$ cat src/rtl/cfc_pkg.sv
package cfc_pkg;

   localparam int MAX_FRAME_DEF = 253;
   localparam int RSP_MAX       = 3;
   localparam int QUEUE_DEPTH   = 4;

   localparam logic MODE_ENCODE = 1'b0;
   localparam logic MODE_DECODE = 1'b1;

   localparam logic [1:0] ST_OK   = 2'd0;
   localparam logic [1:0] ST_SYNC = 2'd1;
   localparam logic [1:0] ST_OVFL = 2'd2;

   typedef struct packed {
      logic [7:0] position;
      logic [7:0] value;
      logic [1:0] status;
      logic       frame_end;
   } rsp_type;

   typedef struct packed {
      logic [1:0]                  count;
      rsp_type [RSP_MAX-1:0]       rsp;
   } batch_type;

endpackage

$ cat src/rtl/cobs_frame_codec_unit.sv
// channel | direction | handshake              | payload
// req     | in        | req_valid / req_ready  | req_data_byte, req_last_of_frame
// rsp     | out       | rsp_valid / rsp_ready  | rsp_position, rsp_value, rsp_status,
//         |           |                        | rsp_frame_end
// csr     | in        | csr_valid / csr_ready  | csr_direction_mode
//
// One request per cycle while req_ready holds; each yields zero to three responses,
// one per cycle while rsp_ready is high. Responses leave through a four-entry queue;
// a request waits until the queue can take its full batch; responses set the pace.
// Synchronous reset clears the frame state, the queue and selects encode mode.
// A csr write is always taken and restarts the frame.
module cobs_frame_codec_unit #(
   parameter int MAX_FRAME = cfc_pkg::MAX_FRAME_DEF
) (
   input  logic       clock,
   input  logic       reset,
   input  logic       req_valid,
   output logic       req_ready,
   input  logic [7:0] req_data_byte,
   input  logic       req_last_of_frame,
   output logic       rsp_valid,
   input  logic       rsp_ready,
   output logic [7:0] rsp_position,
   output logic [7:0] rsp_value,
   output logic [1:0] rsp_status,
   output logic       rsp_frame_end,
   input  logic       csr_valid,
   output logic       csr_ready,
   input  logic       csr_direction_mode
);

   cfc_pkg::batch_type batch;
   cfc_pkg::rsp_type   rsp_head;
   logic               space_ok;
   logic               req_accept;

   assign req_ready  = space_ok;
   assign req_accept = req_valid && space_ok;
   assign csr_ready  = 1'b1;

   cfc_core #(
      .MAX_FRAME(MAX_FRAME)
   ) u_core (
      .clock(clock),
      .reset(reset),
      .req_accept(req_accept),
      .data_byte(req_data_byte),
      .last_of_frame(req_last_of_frame),
      .csr_write(csr_valid),
      .csr_mode(csr_direction_mode),
      .batch(batch)
   );

   cfc_rsp_queue u_queue (
      .clock(clock),
      .reset(reset),
      .push(req_accept),
      .batch(batch),
      .space_ok(space_ok),
      .rsp_valid(rsp_valid),
      .rsp_ready(rsp_ready),
      .rsp_head(rsp_head)
   );

   assign rsp_position  = rsp_head.position;
   assign rsp_value     = rsp_head.value;
   assign rsp_status    = rsp_head.status;
   assign rsp_frame_end = rsp_head.frame_end;

endmodule

$ cat src/rtl/cfc_core.sv
module cfc_core #(
   parameter int MAX_FRAME = cfc_pkg::MAX_FRAME_DEF
) (
   input  logic                 clock,
   input  logic                 reset,
   input  logic                 req_accept,
   input  logic [7:0]           data_byte,
   input  logic                 last_of_frame,
   input  logic                 csr_write,
   input  logic                 csr_mode,
   output cfc_pkg::batch_type   batch
);

   localparam logic [8:0] MaxPos  = 9'(MAX_FRAME);
   localparam logic [7:0] OvflPos = 8'(MAX_FRAME + 1);

   logic       mode_ff;
   logic [7:0] code_pos_ff, code_pos_in;
   logic [7:0] run_len_ff, run_len_in;
   logic [7:0] byte_pos_ff, byte_pos_in;
   logic       discard_ff, discard_in;
   logic [8:0] enc_pos;
   logic [7:0] enc_pos8;
   logic       zero_byte;

   assign enc_pos   = {1'b0, byte_pos_ff} + 9'd1;
   assign enc_pos8  = enc_pos[7:0];
   assign zero_byte = (data_byte == 8'd0);

   always_comb begin
      code_pos_in = code_pos_ff;
      run_len_in  = run_len_ff;
      byte_pos_in = byte_pos_ff;
      discard_in  = discard_ff;
      batch       = '0;
      if (mode_ff == cfc_pkg::MODE_ENCODE) begin
         if (discard_ff) begin
            if (last_of_frame) begin
               code_pos_in = '0;
               run_len_in  = 8'd1;
               byte_pos_in = '0;
               discard_in  = 1'b0;
            end
         end else if (enc_pos > MaxPos) begin
            batch.count  = 2'd1;
            batch.rsp[0] = '{OvflPos, 8'd0, cfc_pkg::ST_OVFL, 1'b1};
            if (last_of_frame) begin
               code_pos_in = '0;
               run_len_in  = 8'd1;
               byte_pos_in = '0;
            end else begin
               discard_in = 1'b1;
            end
         end else begin
            batch.count = 2'd1;
            if (!zero_byte) begin
               batch.rsp[0] = '{enc_pos8, data_byte, cfc_pkg::ST_OK, 1'b0};
               run_len_in   = run_len_ff + 8'd1;
            end else begin
               batch.rsp[0] = '{code_pos_ff, run_len_ff, cfc_pkg::ST_OK, 1'b0};
               code_pos_in  = enc_pos8;
               run_len_in   = 8'd1;
            end
            byte_pos_in = enc_pos8;
            if (last_of_frame) begin
               batch.count  = 2'd3;
               batch.rsp[1] = '{code_pos_in, run_len_in, cfc_pkg::ST_OK, 1'b0};
               batch.rsp[2] = '{enc_pos8 + 8'd1, 8'd0, cfc_pkg::ST_OK, 1'b1};
               code_pos_in  = '0;
               run_len_in   = 8'd1;
               byte_pos_in  = '0;
            end
         end
      end else begin
         if (discard_ff) begin
            if (zero_byte) begin
               code_pos_in = '0;
               run_len_in  = 8'd1;
               byte_pos_in = '0;
               discard_in  = 1'b0;
            end
         end else if (zero_byte) begin
            batch.count = 2'd1;
            if (run_len_ff == 8'd1 && byte_pos_ff != 8'd0) begin
               batch.rsp[0] = '{byte_pos_ff, 8'd0, cfc_pkg::ST_OK, 1'b1};
            end else begin
               batch.rsp[0] = '{byte_pos_ff, 8'd0, cfc_pkg::ST_SYNC, 1'b1};
            end
            code_pos_in = '0;
            run_len_in  = 8'd1;
            byte_pos_in = '0;
         end else if ({1'b0, byte_pos_ff} > MaxPos) begin
            batch.count  = 2'd1;
            batch.rsp[0] = '{byte_pos_ff, 8'd0, cfc_pkg::ST_OVFL, 1'b1};
            discard_in   = 1'b1;
         end else begin
            batch.count = 2'd1;
            if (run_len_ff <= 8'd1) begin
               batch.rsp[0] = '{byte_pos_ff, 8'd0, cfc_pkg::ST_OK, 1'b0};
               run_len_in   = data_byte;
               code_pos_in  = byte_pos_ff;
            end else begin
               batch.rsp[0] = '{byte_pos_ff, data_byte, cfc_pkg::ST_OK, 1'b0};
               run_len_in   = run_len_ff - 8'd1;
            end
            byte_pos_in = byte_pos_ff + 8'd1;
         end
      end
   end

   always_ff @(posedge clock) begin
      if (reset) begin
         mode_ff     <= cfc_pkg::MODE_ENCODE;
         code_pos_ff <= '0;
         run_len_ff  <= 8'd1;
         byte_pos_ff <= '0;
         discard_ff  <= 1'b0;
      end else if (csr_write) begin
         mode_ff     <= csr_mode;
         code_pos_ff <= '0;
         run_len_ff  <= 8'd1;
         byte_pos_ff <= '0;
         discard_ff  <= 1'b0;
      end else if (req_accept) begin
         code_pos_ff <= code_pos_in;
         run_len_ff  <= run_len_in;
         byte_pos_ff <= byte_pos_in;
         discard_ff  <= discard_in;
      end
   end

endmodule

$ cat src/rtl/cfc_rsp_queue.sv
module cfc_rsp_queue (
   input  logic                 clock,
   input  logic                 reset,
   input  logic                 push,
   input  cfc_pkg::batch_type   batch,
   output logic                 space_ok,
   output logic                 rsp_valid,
   input  logic                 rsp_ready,
   output cfc_pkg::rsp_type     rsp_head
);

   localparam int Depth = cfc_pkg::QUEUE_DEPTH;

   cfc_pkg::rsp_type q_ff [Depth];
   cfc_pkg::rsp_type q_in [Depth];
   logic [2:0] cnt_ff, cnt_in;
   logic       pop;
   logic [1:0] push_cnt;
   logic [1:0] base;

   assign rsp_valid = (cnt_ff != 3'd0);
   assign rsp_head  = q_ff[0];
   assign pop       = rsp_valid && rsp_ready;
   assign space_ok  = (cnt_ff <= 3'd1) || (cnt_ff == 3'd2 && rsp_ready);
   assign push_cnt  = push ? batch.count : 2'd0;
   assign base      = 2'(cnt_ff - {2'b00, pop});
   assign cnt_in    = cnt_ff - {2'b00, pop} + {1'b0, push_cnt};

   always_comb begin
      for (int i = 0; i < Depth; i++) begin
         if (pop && i < Depth - 1) begin
            q_in[i] = q_ff[i+1];
         end else begin
            q_in[i] = q_ff[i];
         end
      end
      for (int k = 0; k < cfc_pkg::RSP_MAX; k++) begin
         if (2'(k) < push_cnt) begin
            q_in[2'(base + 2'(k))] = batch.rsp[k];
         end
      end
   end

   always_ff @(posedge clock) begin
      if (reset) begin
         cnt_ff <= '0;
      end else begin
         cnt_ff <= cnt_in;
      end
   end

   always_ff @(posedge clock) begin
      q_ff <= q_in;
   end

`ifndef SYNTH
   a_cnt_bound: assert property (@(posedge clock) disable iff (reset)
      cnt_ff <= 3'(Depth))
      else $error("response queue over depth");
   a_push_shows: assert property (@(posedge clock) disable iff (reset)
      push_cnt != 2'd0 |=> rsp_valid)
      else $error("pushed response not presented");
   a_idle_hold: assert property (@(posedge clock) disable iff (reset)
      (!pop && push_cnt == 2'd0) |=> $stable(cnt_ff))
      else $error("queue count moved without traffic");
   a_no_overrun: assert property (@(posedge clock) disable iff (reset)
      push |-> (base <= 2'd1))
      else $error("push without room for a full batch");
`endif

endmodule
$ cat config.mk
export PLATFORM = sky130hd
export DESIGN_NAME = cobs_frame_codec_unit
export DESIGN_NICKNAME = d
export VERILOG_FILES = /design/src/rtl/cfc_pkg.sv /design/src/rtl/cobs_frame_codec_unit.sv /design/src/rtl/cfc_core.sv /design/src/rtl/cfc_rsp_queue.sv
export SDC_FILE = /design/constraint.sdc
export NUM_CORES = 1
export LEC_CHECK = 0
export BUFFER_PORTS_ARGS = -buffer_cell sky130_fd_sc_hd__buf_2
export CAP_MARGIN = 20
export CORE_ASPECT_RATIO = 1.4
export CORE_UTILIZATION = 50
export CTS_CLUSTER_DIAMETER = 200
export DETAILED_ROUTE_END_ITERATION = 12
export PLACE_DENSITY = 0.7
export SYNTH_ARGS = -nofsm -noshare
export SYNTH_HDL_FRONTEND = slang
export SYNTH_SLANG_ARGS = --single-unit
$ cat constraint.sdc
create_clock -name clock -period 4.5 [get_ports clock]
set_input_delay 0.225 -clock clock [delete_from_list [all_inputs] [get_ports clock]]
set_output_delay 0.225 -clock clock [all_outputs]
set_load 0.05 [all_outputs]
# Yosys cells after proc, flatten, opt, wreduce, memory -nomap -nowiden

Index checks and enable logic that the tools add are counted.

Flip-flop bits (word level): 105
Input bits: 15
Output and inout port bits: 22
Logic and storage cells: 135

Add/sub/neg operators: 9
Magnitude comparators: 13
Eq/ne operators: 5
Muxes and demuxes: 69
Bitwise logic cells: 3
Reductions and logical operators: 14

Operators by type and width:

| kind                  | count |
|---|---|
| $mux W8               | 30 |
| $bwmux W76            | 3 |
| $mux W76              | 3 |
| $mux W19              | 10 |
| $demux W19 S2         | 3 |
| $mux W38              | 2 |
| $mux W59              | 1 |
| $mux W40              | 1 |
| $mux W11              | 3 |
| $add A8 B1 Y8 const B | 3 |
| $add A8 B1 Y9 const B | 1 |
| $ge A3 B3 Y1 const B  | 3 |
| $gt A9 B8 Y1 const B  | 1 |
| $lt A3 B1 Y1 const B  | 3 |
| $mux W1               | 9 |
| $ne A3 B3 Y1 const B  | 3 |
| $not A2 Y3            | 3 |
| $eq A8 B1 Y1 const B  | 1 |
| $gt A8 B8 Y1 const B  | 1 |
| $le A8 B1 Y1 const B  | 1 |
| $logic_not A8 Y1      | 1 |
| $mux W2               | 4 |
| $reduce_bool A8 Y1    | 1 |
| $sub A8 B1 Y8 const B | 1 |
| 14 further kinds      | 21 |

# Depth between registers and ports, before layout

Depth in word-level cells: 14
Gate-level depth with buffers: 17
Gate-level depth less buffers: 12

# Cells and area by module

Synthesis repeated with hierarchy kept, for this count alone.

Cells, all modules: 1071
Area, all modules: 8121.5 um2

By module, submodules not included:

| module                | instances | cells each | area an instance (um2) | seq. area each (um2) |
|---|---|---|---|---|
| cfc_rsp_queue         | 1         | 698        | 5446.5                 | 1581.5 |
| cfc_core              | 1         | 370        | 2657.5                 | 520.5 |
| cobs_frame_codec_unit | 1         | 3          | 17.5                   | 0.0 |

# Worst setup path after synthesis

OpenSTA, ideal clock, no wires.

Path type: reg2reg
Start point: register u_queue.cnt_ff[2]
End point: register u_queue.q_ff (netlist bit u_queue.rsp_head[6])
Arrival time: 3.870 ns
Path slack: 0.511 ns
Stages on the path, launching flop included: 16
Path buffers: 4
Period minus slack after synthesis: 3.989 ns
Cells stage by stage: dfxtp_1 -> or3_1 -> clkbuf_1 -> nand2_1 -> inv_1 -> buf_2 -> buf_1 -> ha_1 -> ha_1 -> clkbuf_1 -> nor2_1 -> and2_1 -> o2111ai_2 -> nand2_1 -> nor3_1 -> a211o_1

RTL lines:

| element                | line                | RTL |
|---|---|---|
| start, declared        | cfc_rsp_queue.sv:16 | `logic [2:0] cnt_ff, cnt_in;` |
| start signal, assigned | cfc_rsp_queue.sv:48 | `cnt_ff <= cnt_in;` |
| end signal, assigned   | cfc_rsp_queue.sv:53 | `q_ff <= q_in;` |
| end, declared          | cfc_rsp_queue.sv:14 | `cfc_pkg::rsp_type q_ff [Depth];` |

==> results.ini <==
[floorplanning]
die_h_um = 143
coreArea_um2 = 13900
placementRows = 51
io_pins = 37
dieArea_um2 = 14800
start_util_pct = 51.3
dieWidth_um = 103

[synth]
synth-seq-cells = 105
synth.distinct_cells = 85
synth.avg_cell_area_um2 = 7.35
yosys.area.top_type = dfxtp_1
synthTopCellsByArea = dfxtp_1 (29%), nand2_1 (9.6%), a21oi_1 (5.3%)
yosysWarnings = 0
ys_seq_area_share_pct = 29.4
synthesis.nets = 998
synth_top_area_share_pct = 29.4
synth.cell_area_um2 = 7140
synth_edf_count = 0
async_flop_share_pct = 0
syn_inst = 971
ys.flop_type = dfxtp_1

[critical_path]
path_cells = ha_1, nand4b_1, nor3b_2, o31a_1, a21oi_2, a21oi_1, o21ai_0, a32o_1
cpPeakStageDelay_ns = 0.67
critical_path.max_fanout = 15
cp-end-kind = flop
cp.required_ns = 4.74
crit_buf_inv = 0
worstSetupPathType = reg -> reg
worst_r2r_endpoint = u_queue.q_ff[22]$_DFF_P_
worst_r2r_path_depth = 8
rrSetupSlack_ns = 0.69
critPathArrivalTime_ns = 4.05
r2r-start = u_core.byte_pos_ff[0]$_SDFFE_PP0P_
crit_family = compound AO/OA/AOI/OAI gates
worst_path_max_delay_cell = dfxtp_1
start_kind = flop

[drt]
top_layer = met4
route.detailed.drc = 0
wirelength_um = 23100
first_pass_iters = 5
vias = 7376
drt-wirelength-per-cell_um = 20.4
via_per_inst = 6.51
ant_nets = 0
wl_met2_um = 10700
met3_length_um = 1880
drt_iter0_markers = 644
wirelength_met1_um = 9580

[power_and_ir_drop]
sequentialPowerShare_pct = 30.6
p_per_area_nw_per_um2 = 630
p_sw_share_pct = 45.2
internal_power_mw = 2.60
clkPwrFrac_pct = 18.2
leakagePower_nw = 2.96
ir_drop_mv = 0.268
switchingPower_mw = 2.14
comb_power_share_pct = 51.2

[timing]
period_share_pct = 84.7
fin_skew_ns = 0.00940
finalSetupViolations = 0
worst_pin_slew_ns = 1.01
rsz0062_at_grt = no
drv_slew = 0
setup-tns-final_ns = 0
post-route-min-period_ns = 3.81
max_slew_margin_pct = 32.2
final_hold_viol_count = 0
fmax_mhz = 263

[global_routing]
grt_pass1_vias = 6678
grt_pass1_wl_um = 36600
grt_use_total_pct = 32.5
gr-total-overflow = 0
antenna_found_initial = 0
grt_max_degree = 55

[worst_hold_path]
worstHoldPathCells = 3
hold_end = u_core.mode_ff$_SDFFE_PP0P_
hold_path.class = in -> reg
hold_path.startpoint = csr_direction_mode

[clock_network]
cts_hold_buf = 0
cts_setup_buffers = 0
clock-root-buffer = clkbuf_16
cts_buffers = 9
clk_pin_slew_ns = 0.08
cts_sinks = 105
htreeDepth = 3
clockBufferDepth = 2
cts_resized = 0
clkLatencyLatePin_ns = 0.36
tritoncts = built

[placement]
gp_congestion = 1.04
place_hpwl_um = 16100
io_buffers = 35

[finish]
drive_gt1_share_pct = 11.6
nNetsFinal = 970
post-route-util_pct = 54.2
antenna_cells = 0
area_delta_synth_final_pct = 5.59

[run_status]
status = finished clean

[flow_run]
cap_violations = 0

## cell families (layout without fill, tap and decap cells)
group	after synthesis	in the layout	share of synthesized area (%)
AO/OA/AOI/OAI	310	310	30.0
buffers and inverters	113	90	7.80
AND/OR/NAND/NOR	386	386	24.7
multiplexers	19	19	2.73
XOR/XNOR	25	25	3.07
flip-flops	105	105	29.4
adder cells (fa/ha/maj)	12	12	2.21
other	1	1	0.0525
## how the worst max path moves through the flow
| stage | start | end | slack (ns) | cells past startpoint |
|---|---|---|---|---|
| after floorplan | u_queue.cnt_ff[2]$_SDFF_PP0_ | u_queue.rsp_head[6]$_DFF_P_ | 0.51 | 15 |
| after global placement | u_core.byte_pos_ff[0]$_SDFFE_PP0P_ | u_core.byte_pos_ff[2]$_SDFFE_PP0P_ | 0.93 | 9 |
| after detailed placement | u_core.byte_pos_ff[0]$_SDFFE_PP0P_ | u_core.byte_pos_ff[2]$_SDFFE_PP0P_ | 0.81 | 9 |
| after CTS | u_core.byte_pos_ff[0]$_SDFFE_PP0P_ | u_core.byte_pos_ff[4]$_SDFFE_PP0P_ | 0.79 | 9 |
| after global routing | u_core.byte_pos_ff[0]$_SDFFE_PP0P_ | u_queue.q_ff[28]$_DFF_P_ | 0.47 | 8 |
| final | u_core.byte_pos_ff[0]$_SDFFE_PP0P_ | u_queue.q_ff[22]$_DFF_P_ | 0.69 | 8 |
## cells in the final DEF, fill, tap and decap left out, drive strengths merged, types with 16 or more instances in the layout
master and n:
a21oi 79, nor2 82, nand3 31, nand2 183, and3 20, buf 56
dfxtp 105, inv 22, o21ai 77, xnor2 16
## stage by stage
| step | worst slack (ns) | std cells | power [mW] | hold WS (ns) | instance area (µm²) |
|---|---|---|---|---|---|
| 3_3_place_gp | 0.926 | 1117 | 3.83 | 0.440 | 7220 |
| 2_1_floorplan | 0.511 | 971 | 3.40 | 0.292 | 7140 |
| 4_1_cts | 0.786 | 1133 | 4.71 | 0.0941 | 7540 |
| 5_1_grt | 0.469 | 1133 | 5.05 | 0.120 | 7540 |
| 3_5_place_dp | 0.808 | 1117 | 3.85 | 0.451 | 7220 |
| 6_report | 0.691 | 1133 | 4.75 | 0.0932 | 7540 |
## power groups by stage
stage	clock [mW]	combinational [mW]	sequential (mW)
after floorplan	0	1.97	1.43
after CTS	0.870	2.39	1.45
after global routing	0.906	2.64	1.50
after detailed placement	0	2.38	1.47
final	0.864	2.43	1.45
after global placement	0	2.36	1.46
## flip-flops by register name (all words and copies together) (netlist names)
| register | count |
|---|---|
| u_core.byte_pos_ff | 8 |
| u_core.code_pos_ff | 8 |
| u_core.discard_ff | 1 |
| u_core.mode_ff | 1 |
| u_core.run_len_ff | 8 |
| u_queue.cnt_ff | 3 |
| u_queue.q_ff | 57 |
| u_queue.rsp_head | 19 |
## final cells by class
class / count / area (µm²)
Inverter: 18 / 67.6
Clock buffer: 9 / 225
Sequential cell: 105 / 2100
Clock inverter: 7 / 92.6
Timing Repair Buffer: 56 / 333
Multi-Input combinational cell: 753 / 4490
Fill cell: 1448 / 6370
Tap cell: 185 / 231
## cell usage after synthesis (4+ instances only)
cell type	number
a2111oi_0	4
a211o_1	6
a211oi_1	13
a21o_1	5
a21oi_1	76
a221o_1	8
a22o_1	6
a22oi_1	6
a31o_2	4
a31oi_1	15
and2_1	4
and3_1	20
buf_2	22
buf_4	22
clkbuf_1	46
dfxtp_1	105
ha_1	11
inv_1	14
mux2_2	4
mux2i_1	15
nand2_1	182
nand3_1	31
nand4_1	11
nor2_1	81
nor2b_1	6
nor3_1	12
nor4_1	10
o211ai_1	10
o21a_1	6
o21ai_0	69
o21ai_1	6
o221ai_1	11
o22a_1	5
o22ai_1	8
o32a_1	5
or2_2	4
or3_1	4
or4_1	4
xnor2_1	16
xor2_1	9
## per-layer routing
metal	vias up	track usage [%]
met3	77	3.75
li1	3449	-
met5	-	0
met2	402	51.6
met4	0	16.2
met1	3448	43.1
## worst reg2reg max path: stages, from the launching register on
cell      delay [ns]
dfxtp_1         0.67
ha_1            0.64
nand4b_1        0.20
nor3b_2         0.33
o31a_1          0.62
a21oi_2         0.32
a21oi_1         0.49
o21ai_0         0.18
a32o_1          0.25
(Power assumes the default switching activity.)
